<file path="src/rtl/fdf_pkg.sv">
// Shared types and constants for the flood duplicate filter.
// No dependencies; used by fdf_front, fdf_back, the top level and fdf_checker.
package fdf_pkg;

    localparam int unsigned ADDR_W = 64;
    localparam int unsigned HALF_W = 32;
    localparam int unsigned NUM_W  = 32;
    localparam int unsigned HOP_W  = 8;
    localparam logic [HOP_W-1:0] HOP_MAX = 8'd255;

    // action codes
    localparam logic ACT_RECEIVED = 1'b0;
    localparam logic ACT_LOCAL    = 1'b1;

    // one classified header as it waits in the queue
    typedef struct packed {
        logic              is_local;
        logic [ADDR_W-1:0] addr;
        logic [NUM_W-1:0]  num;
        logic [HOP_W-1:0]  hops;
        logic [HOP_W-1:0]  hops_inc;
    } t_item;

    // queue to back end handshake
    typedef struct packed {
        logic  valid;
        t_item item;
    } t_queue_out;

    typedef enum logic [1:0] {
        S_IDLE,
        S_SEARCH,
        S_DONE
    } t_state;

endpackage

</file>
<file path="src/rtl/fdf_front.sv">
// Front end: accepts headers, classifies them and holds them in a two-entry queue.
// Depends on fdf_pkg.
module fdf_front (
    input  logic                      i_clk,
    input  logic                      i_rst_n,
    input  logic                      i_valid,
    output logic                      o_ready,
    input  logic                      i_action,
    input  logic [fdf_pkg::HALF_W-1:0] i_source_address_upper,
    input  logic [fdf_pkg::HALF_W-1:0] i_source_address_lower,
    input  logic [fdf_pkg::NUM_W-1:0]  i_message_number,
    input  logic [fdf_pkg::HOP_W-1:0]  i_hop_count,
    output fdf_pkg::t_queue_out       o_queue,
    input  logic                      i_pop
);

    fdf_pkg::t_item r_slot [2];
    logic           r_wr_ptr;
    logic           r_rd_ptr;
    logic [1:0]     r_count;
    fdf_pkg::t_item w_item;
    logic           w_push;
    logic           w_pop;

    // classify the incoming header
    always_comb begin
        w_item.is_local = (i_action == fdf_pkg::ACT_LOCAL);
        w_item.addr     = {i_source_address_upper, i_source_address_lower};
        w_item.num      = i_message_number;
        w_item.hops     = i_hop_count;
        w_item.hops_inc = (i_hop_count == fdf_pkg::HOP_MAX) ? fdf_pkg::HOP_MAX
                                                            : i_hop_count + 1'b1;
    end

    assign o_ready       = (r_count != 2'd2);
    assign w_push        = i_valid && o_ready;
    assign w_pop         = i_pop && (r_count != 2'd0);
    assign o_queue.valid = (r_count != 2'd0);
    assign o_queue.item  = r_slot[r_rd_ptr];

    // queue storage
    always_ff @(posedge i_clk) begin
        if (w_push) begin
            r_slot[r_wr_ptr] <= w_item;
        end
    end

    // queue pointers and fill level
    always_ff @(posedge i_clk) begin
        if (!i_rst_n) begin
            r_wr_ptr <= 1'b0;
            r_rd_ptr <= 1'b0;
            r_count  <= 2'd0;
        end else begin
            if (w_push) begin
                r_wr_ptr <= ~r_wr_ptr;
            end
            if (w_pop) begin
                r_rd_ptr <= ~r_rd_ptr;
            end
            if (w_push && !w_pop) begin
                r_count <= r_count + 2'd1;
            end else if (!w_push && w_pop) begin
                r_count <= r_count - 2'd1;
            end
        end
    end

endmodule

</file>
<file path="config.mk">
export PLATFORM = sky130hd
export DESIGN_NAME = fdf_front
export DESIGN_NICKNAME = d
export VERILOG_FILES = /design/src/rtl/fdf_pkg.sv /design/src/rtl/fdf_front.sv
export SDC_FILE = /design/constraint.sdc
export NUM_CORES = 1
export LEC_CHECK = 0
export BUFFER_PORTS_ARGS = -buffer_cell sky130_fd_sc_hd__buf_4
export CORE_MARGIN = 3
export CORE_UTILIZATION = 57
export DETAILED_ROUTE_END_ITERATION = 16
export MAX_ROUTING_LAYER = met4
export PLACE_DENSITY = 0.95
export SLEW_MARGIN = 10
export SYNTH_ARGS = -nofsm -noshare
export SYNTH_HDL_FRONTEND = slang
export SYNTH_SLANG_ARGS = --single-unit
</file>
<file path="constraint.sdc">
create_clock -name i_clk -period 10.8 [get_ports i_clk]
set_input_delay 1.62 -clock i_clk [delete_from_list [all_inputs] [get_ports i_clk]]
set_output_delay 1.62 -clock i_clk [all_outputs]
set_load 0.02 [all_outputs]
</file>
[Word-level counts from Yosys, hierarchy flattened]
Memory sizes are Yosys's and may differ from the RTL's. A register that Yosys moved wholly into a read port is not among the register bits.
Cells that the tools add are included.
Storage, ports and cells
  word-level logic and storage cells: 26
  register bits after elaboration: 4
  bits of input ports: 109
  memories: 1
  output and inout port bits: 115
  bits in writable memories: 226
Cells by class
  mux-type cells: 7
  reduce and logical (&&, ||, !) cells: 8
  add/sub/neg operators: 3
  bitwise operators: 2
  equal/unequal tests: 2
Memory list
  r_slot: depth 2, bits a word 113, read ports 1, clocked after Yosys merged registers in 1, wr ports 1, line fdf_front.sv:17  | fdf_pkg::t_item r_slot [2];
Operators by type and width (count)
  $add 8x1->8 const B: 1
  $eq 8x8->1 const B: 1
  $mux 8: 1
  $logic_and 1x1->1: 4
  $mux 1: 4
  $mux 2: 2
  $reduce_bool 2->1: 2
  $add 2x1->2 const B: 1
  $logic_not 1->1: 2
  $ne 2x2->1 const B: 1
  $not 1->1: 2
  $sub 2x1->2 const B: 1

[Depth between registers and ports, before layout]
Gate-level depths: netlist (run 1).
  depth in word-level cells: 6
  gate-level depth with buffers: 6
  gate-level depth less buffers: 6

[Least setup slack after synthesis (run 1)]
Ideal clock, no wire load.
  path kind: input -> register
  from: input i_valid
  to: memory r_slot[1][0] (netlist name) (enable)
  required time: 10.314 ns
  arrival time: 4.279 ns
  path buffers: 0
  stages: 1
  setup slack: 6.035 ns
  library setup time: 0.486 ns
  cells stage by stage: and3_1
Between the ends
  word-level cells in the longest chain between the ends: 3
Ends and longest elaborated chain
  from (decl): line fdf_front.sv:6  | input logic i_valid,
  $logic_and 1x1->1: line fdf_front.sv:36  | assign w_push = i_valid && o_ready;
  $mux 1: line fdf_front.sv:43  | if (w_push) begin
  $mux 1 (implied by the code): line fdf_front.sv:44  | r_slot[r_wr_ptr] <= w_item;
  to (decl): line fdf_front.sv:17
Every way passes these cells.

==> impl_metrics.toml, run 1 <==
[setup_path]
cp_top_family = "flip-flops"
setup.worst_path.class = "reg2out"
reg2reg_from = "r_count[0]"
path_buf_inv = 2
required_ns = 9.18
path_common_cell = "buf_4"
worst_r2r_endpoint = "r_slot[0][36]"
worst_setup_path_end_kind = "primary output"
startpoint_type = "flop"
reg2reg_slack_ns = 8.20
path_cells = "buf_4 > mux2_2 > buf_4"
crit_path_max_fanout = 69
r2r_cells = 4
critPathArrivalTime_ns = 2.93
path_depth = 3
cp_slowest_cell = "dfxtp_4"
worst_path_largest_cell_delay_ns = 1.05

[yosys]
yosysWarnings = 0
seq_area_frac_synth_pct = 77.83
netlist_instances = 406
synth_area_leader_cell = "edfxtp_1"
synth_edf_count = 226
netlist_area_sq_mm = 0.008848
synth_cell_types = 28
ys_ff_latch = 231
syn_area_per_cell_sq_um = 21.79
synth.top_cells.by_count = "edfxtp_1 (226), mux2_4 (70), mux2_2 (43)"
synth_most_common_cell = "edfxtp_1"
synth_ff_type = "edfxtp_1"
async_flop_share_pct = 0
ys_top_cells_by_area = "edfxtp_1 (77%), mux2_4 (12%), mux2_2 (5.5%)"
yosys.area.top_type_share_pct = 76.70
synth_nets = 517

[sta]
hold_violations = 0
worst_pin_slew_ns = 1.178
finalWorstSetupSlack_ns = 6.246
fin_crit_ns = 4.554
rsz0062_at_grt = "false"
fin_worst_skew_ns = 0.01211
whs_ns = 0.5311
slew_headroom_pct = 21.44
setup_tns_ns = 0
setup_violations = 0
slew_violations = 0
max_freq_mhz = 219.6
finalCritPeriodShare_pct = 42.16

[cts]
clock_sinks = 231
cts_tree = "built"
cts_max_level = 1
post-cts-setup-buffers = 0
cts_buffers = 23
clk_latency_ns = 0.50
cts_buffer_depth = 3
cts-resized-gates = 0
hold_buffers = 0
clk_pin_slew_ns = 0.06
clockRootBuffer = "clkbuf_16"

[grt]
gr-total-overflow = 0
grt_pass1_wl_microns = 26320
track_usage_pct = 21.03
grt_max_degree = 88
first_global_vias = 4713
antenna_found_initial = 0

[flow_run]
cap_violations = 0

[cells_and_area]
drive_gt1_share_pct = 56.75
finish.utilization_pct = 76.46
nets = 754
n_antenna_cell = 0
areaGrowthSynthToFinish_pct = 28.45

[power]
ir_worst_vdd_mv = 0.2034
p_leak_nw = 4.377
power_density_mw_per_mm2 = 242.8

[route]
vias_per_cell = 5.452
drt_iter0_drc = 322
via_count = 4596
wl_per_cell_microns = 21.80
route.detailed.drc = 0
wirelength_microns = 18380
ant_nets = 0
dr.pass1.iters = 4

[die]
die-area_sq_mm = 0.01706
initial_core_util_pct = 59.53
io_pins = 224
die-height_microns = 130.6
rows = 44
core-area_sq_mm = 0.01486
die_width_microns = 130.6

[min_path]
hold_path_class = "reg2reg"
hold_depth = 2
hold-path-endpoint = "r_rd_ptr"
hold_path_startpoint = "r_rd_ptr"

[placed_design]
preCtsSetupSlack_ns = 6.722
place_congestion = 0.7866
hpwl_microns = 11880
io_buffers = 223

[outcome]
status = "finished, final reports clean"
## cell type report
class                           instances  area, sq um
Timing Repair Buffer                  226         1697
Multi-Input combinational cell        159         1829
Inverter                                2        10.01
Fill cell                             799         3498
Clock buffer                           32        609.3
Tap cell                              184        230.2
Clock inverter                          9        100.1
Sequential cell                       231         6890
## through the flow
step / cell area (sq um) / total power, W / cells
6_report: 11370 / 0.002760 / 843
5_1_grt: 11370 / 0.002867 / 843
4_1_cts: 11370 / 0.002783 / 843
3_5_place_dp: 10660 / 0.002025 / 802
2_1_floorplan: 8848 / 0.001728 / 406
3_3_place_gp: 10660 / 0.001992 / 802
## logic make-up after synthesis
group / share of synthesized area [%]
flops: 77.83
mux: 17.35
simple gates: 1.570
compound gates: 1.117
buf+inv: 1.555
xor+xnor: 0.2970
fa+ha+maj: 0.2828
## worst min-delay path, cell delays in order, from the launching register on
cell and delay (ns):
dfxtp_1 0.33, xor2_1 0.08, nor2_1 0.08
## how the worst max path moves through the flow
stage            start           end  slack, ns
3_3_place_gp      flop  o_queue[111]       6.76
5_1_grt           flop  o_queue[110]       6.06
2_1_floorplan  i_valid  r_slot[1][0]       6.04
3_5_place_dp      flop  o_queue[109]       6.72
4_1_cts           flop  o_queue[109]       6.20
6_report          flop  o_queue[109]       6.25
## state kept, by name, summed over array words and instances (netlist names), named ones only
signal / count
r_slot: 226
r_wr_ptr: 1
r_rd_ptr: 1
r_count: 2
## power breakdown
part | switching [W] | leakage, nW | internal, W
sequential | 0.0000741 | 2.15 | 0.00112
clock | 0.000310 | 0.346 | 0.000443
combinational | 0.000410 | 1.88 | 0.000399
## layer usage
| metal | part of all wire (%) | track usage (%) |
|---|---|---|
| met2 | 52 | 36.96 |
| met4 | 0.88 | 3.993 |
| met1 | 38 | 25.09 |
| met3 | 9.0 | 5.081 |
| met5 | 0 | - |
## cell usage in the layout, fill, tap and decap left out, drive strengths merged
cell	instances
buf	226
and2	4
or2	1
clkinv	5
nand3	1
clkbuf	32
inv	4
edfxtp	226
mux2	113
dfxtp	5
nand2b	2
a21oi	7
a41oi	2
nand3b	1
nand4	1
nor2b	2
nor2	6
a21bo	1
and3	3
nand2	2
and4	1
bufinv	2
o21ai	2
or3	1
xor2	3
a31oi	3
a21o	1
ha	2
No activity file was read; power rests on OpenSTA's default activity.
==> inputs of run 2 (changes only) <==
Settings changed: ABC_AREA set to 1, CORE_UTILIZATION 57 to 48, PLACE_DENSITY 0.95 to 0.87.
Clock period 10.8 ns to 3.95 ns, I/O delays scaled along.
==> run 2 against run 1 <==
Effect of this change: sequential power increased to 2.7 times the previous value; wire length decreased by 7.4%; non-clock buffer count increased by 3; clock-buffer cell count increased by 1; largest cell class unchanged; largest power group unchanged; highest routed layer unchanged.
==> impl_metrics.toml, run 2 <==
[yosys]
synth_area_leader_cell = "edfxtp_1"
netlist_instances = 427
synth_nets = 538
synth_ff_type = "edfxtp_1"
synth_most_common_cell = "edfxtp_1"
seq_area_frac_synth_pct = 77.65
netlist_area_sq_mm = 0.008869
syn_area_per_cell_sq_um = 20.77
synth_edf_count = 226
yosys.area.top_type_share_pct = 76.52
synth_cell_types = 18
async_flop_share_pct = 0
synth.top_cells.by_count = "edfxtp_1 (226), mux2_4 (70), mux2_2 (43)"
ys_top_cells_by_area = "edfxtp_1 (77%), mux2_4 (12%), mux2_2 (5.5%)"
ys_ff_latch = 231
yosysWarnings = 0

[cells_and_area]
top_register = "r_slot"
multi_input_area_sq_mm = 0.001815
fillCellCount = 1239
largest_reg_flops = 226
nets = 780
drive_gt1_share_pct = 55.17
finish.utilization_pct = 63.54
final_cell_mix = "buf_4 (228), edfxtp_1 (226), mux2_4 (70), mux2_2 (43), clkbuf_16 (25)"
seqCellArea_sq_mm = 0.006890
n_antenna_cell = 0
reg_top3 = "r_slot (226), r_count (2)"
areaGrowthSynthToFinish_pct = 29.59
layout_commonest_cell = "buf_4"

[route]
wirelength_microns = 17020
wl_per_cell_microns = 18.58
ant_nets = 0
route.detailed.drc = 0
drt_iter0_drc = 236
vias_per_cell = 5.033
via_count = 4610
dr.pass1.iters = 4

[setup_path]
reg2reg_from = "r_count[0]"
worst_path_largest_cell_delay_ns = 0.72
required_ns = 3.36
path_cells = "buf_4 > mux2_2 > buf_4"
setup.worst_path.class = "reg2out"
worst_setup_path_end_kind = "primary output"
cp_slowest_cell = "dfxtp_4"
crit_path_max_fanout = 37
path_common_cell = "buf_4"
startpoint_type = "flop"
critPathArrivalTime_ns = 2.28

[sta]
worst_pin_slew_ns = 0.9456
fin_worst_skew_ns = 0.007660
setup_tns_ns = 0
slew_violations = 0
finalCritPeriodShare_pct = 72.81
hold_violations = 0
slew_headroom_pct = 36.96
setup_violations = 0
max_freq_mhz = 347.7
rsz0062_at_grt = "false"
finalWorstSetupSlack_ns = 1.074
fin_crit_ns = 2.876

[placed_design]
place_congestion = 0.7511
hpwl_microns = 11460
preCtsSetupSlack_ns = 1.547
io_buffers = 223

[flow_run]
cap_violations = 0

[grt]
grt_max_degree = 71
gr-total-overflow = 0
first_global_vias = 4824
antenna_found_initial = 0
grt_pass1_wl_microns = 25510
track_usage_pct = 16.44

[cts]
clk_pin_slew_ns = 0.06
cts_buffers = 24
cts_max_level = 1
cts_tree = "built"
clockRootBuffer = "clkbuf_16"
hold_buffers = 0
post-cts-setup-buffers = 0
clock_sinks = 231
clk_latency_ns = 0.50
cts_buffer_depth = 3
cts-resized-gates = 0

[min_path]
hold_path_class = "in2reg"
hold_path_startpoint = "i_message_number[15]"

[die]
core-area_sq_mm = 0.01809
io_pins = 224
die-area_sq_mm = 0.02014
die-height_microns = 141.9
initial_core_util_pct = 49.03
die_width_microns = 141.9
rows = 49

[power]
power_density_mw_per_mm2 = 638.2
ir_worst_vdd_mv = 0.4617
p_leak_nw = 4.482

[outcome]
status = "finished, final reports clean"
run 2: changes by cell type after synthesis, sizes merged, moves of 3 or more:
cell / change
a31oi: -3
a21oi: -6
nor2: +5
and2: -4
and3: -3
nand3: +7
nand2: +20
inv: +13
run 2: cell type report:
cell class	count	share of cell area, %
Clock inverter	11	0.4899
Clock buffer	33	5.705
Sequential cell	231	59.96
Multi-Input combinational cell	168	15.80
Timing Repair Buffer	229	15.07
Tap cell	229	2.493
Inverter	15	0.4899
run 2: path summary, 6_finish.rpt:
kind,end,slack (ns),cells after the start
setup / recovery,o_queue[3],1.07,3
hold / removal,r_slot[1][31],0.28,1
setup reg to reg,r_slot[0][77],1.93,5
hold reg to reg,flop,0.54,2
run 2: routing by layer:
metal	vias to the layer above	wire [microns]	GRT usage (%)
li1	2125	-	-
met1	2287	6602	19.62
met2	176	8975	28.38
met3	22	1159	3.943
met4	0	285	4.040
met5	-	0	-
run 2: through the flow:
stage	hold slack [ns]	area, sq um	instances	power [W]
floorplan	0.4669	8874	427	0.004627
global placement	0.4787	10780	872	0.005314
detailed placement	0.5171	10780	872	0.005394
CTS	0.2517	11490	916	0.007420
global route	0.2466	11490	916	0.007648
finish	0.2768	11490	916	0.007334
run 2: power by group:
| group | leakage (nW) | switching [W] | internal [W] |
|---|---|---|---|
| logic | 1.98 | 0.00109 | 0.000986 |
| clock network | 0.356 | 0.000848 | 0.00116 |
| registers | 2.15 | 0.000139 | 0.00311 |
| total | 4.48 | 0.00208 | 0.00526 |
run 2: cell families (layout without fill, tap and decap cells):
group | after synthesis | in the layout | share of synthesized area, %
xor+xnor | 2 | 2 | 0.1976
flops | 231 | 231 | 77.65
mux | 113 | 113 | 17.31
compound gates | 6 | 6 | 0.3668
simple gates | 45 | 45 | 2.145
buf+inv | 28 | 288 | 2.046
fa+ha+maj | 2 | 2 | 0.2821
run 2: worst max-delay path, delay by kind of cell (launching register included):
family                 cells  cell delay [ns]
DFF                        1             0.72
buffers and inverters      2             0.64
muxes                      1             0.39
==> inputs of run 3 (changes only) <==
Settings changed: ABC_AREA 1 to 0.
Clock period 3.95 ns to 2.5 ns, I/O delays scaled along.
==> run 3 against run 2 <==
Effect of this change: power increased by 66%; hold slack got worse by 0.22 ns; sequential share of layout area decreased by 0.69 points; critical path depth unchanged; largest cell class unchanged; critical path type unchanged; final area increased by 1.2%; non-clock buffer count increased by 4; sequential power increased by 54%.
==> impl_metrics.toml, run 3 (synthesis gave the netlist of run 1 again) <==
[flow_run]
cap_violations = 0

[sta]
worst_pin_slew_ns = 0.5261
fin_worst_skew_ns = 0.005460
setup_violations = 0
setup_tns_ns = 0
rsz0062_at_grt = "false"
fin_crit_ns = 2.238
slew_headroom_pct = 64.93
hold_violations = 0
finalCritPeriodShare_pct = 89.54
finalWorstSetupSlack_ns = 0.2616
max_freq_mhz = 446.7
slew_violations = 0

[placed_design]
hpwl_microns = 12050
preCtsSetupSlack_ns = 0.7550
place_congestion = 0.8384
io_buffers = 223

[setup_path]
path_buf_inv = 2
critPathArrivalTime_ns = 1.86
cp_slowest_cell = "dfxtp_4"
worst_setup_path_end_kind = "primary output"
setup.worst_path.class = "reg2out"
worst_path_largest_cell_delay_ns = 0.47
path_cells = "buf_4 > mux2_2 > buf_4"
crit_path_max_fanout = 17
startpoint_type = "flop"
path_common_cell = "buf_4"
required_ns = 2.12
cp_top_family = "buffers and inverters"

[cells_and_area]
n_antenna_cell = 0
areaGrowthSynthToFinish_pct = 31.41
layout_commonest_cell = "buf_4"
drive_gt1_share_pct = 57.72
reg_top3 = "r_slot (226), r_count (2)"
finish.utilization_pct = 64.51
nets = 763
top_register = "r_slot"
largest_reg_flops = 226
final_cell_mix = "buf_4 (227), edfxtp_1 (226), mux2_4 (70), mux2_2 (43), clkbuf_16 (25)"

[power]
power_w = 0.01219
power_density_mw_per_mm2 = 1048
ir_worst_vdd_mv = 0.6977
p_leak_nw = 4.467

[route]
vias_per_cell = 5.075
via_count = 4547
route.detailed.drc = 0
wl_per_cell_microns = 19.40
dr.pass1.iters = 4
ant_nets = 0
drt_iter0_drc = 238
wirelength_microns = 17390

[die]
core-area_sq_mm = 0.01802
die_width_microns = 141.8
die-height_microns = 141.8
io_pins = 224
die-area_sq_mm = 0.02010
rows = 49
initial_core_util_pct = 49.09

[grt]
grt_max_degree = 91
track_usage_pct = 17.18
antenna_found_initial = 0
gr-total-overflow = 0
grt_pass1_wl_microns = 26110
first_global_vias = 4883

[cts]
clk_latency_ns = 0.49
hold_buffers = 0
cts_buffer_depth = 3
cts-resized-gates = 0
clock_sinks = 231
cts_buffers = 25
cts_max_level = 1
cts_tree = "built"
clk_pin_slew_ns = 0.06
clockRootBuffer = "clkbuf_16"
post-cts-setup-buffers = 0

[min_path]
hold_path_class = "in2reg"

[outcome]
status = "finished, final reports clean"
-- run 3: power by group --
part / total (W) / switching, W / internal (W)
clock: 0.00345 / 0.00133 / 0.00212
combinational: 0.00372 / 0.00191 / 0.00181
sequential: 0.00501 / 0.000168 / 0.00485
total: 0.0122 / 0.00341 / 0.00878
-- run 3: per-stage QoR --
step           hold WS, ns  instances  cell area [sq um]
3_5_place_dp        0.5130        854              10850
2_1_floorplan       0.4725        406               8862
4_1_cts            0.03425        896              11630
6_report           0.05880        896              11630
3_3_place_gp        0.4862        854              10850
5_1_grt            0.03633        896              11630
-- run 3: final timing paths --
kind                             startpoint        endpoint  slack, ns  cells past startpoint
setup / recovery                       flop    o_queue[112]       0.26                      3
hold / removal    i_source_address_upper[1]   r_slot[0][81]       0.06                      1
setup reg to reg                 r_count[0]  r_slot[0][106]       0.84                      4
hold reg to reg                    r_rd_ptr        r_rd_ptr       0.53                      2
-- run 3: layout make-up --
cell class | instances | area [sq um]
clock buffer | 29 | 640.6
clock inverter | 13 | 136.4
fill | 1225 | 6397
inverter | 2 | 11.26
multi-input combinational | 159 | 1837
sequential | 231 | 6892
tap | 229 | 286.5
timing repair buffer | 233 | 1824
-- run 3: per-layer routing --
layer	vias to the layer above	track usage, %	share of wire, %	wire (microns)
met2	213	29.26	51	8915
met3	31	4.415	8.8	1534
li1	2097	-	-	-
met1	2206	20.36	38	6527
met5	-	-	0	0
met4	0	4.949	2.3	408
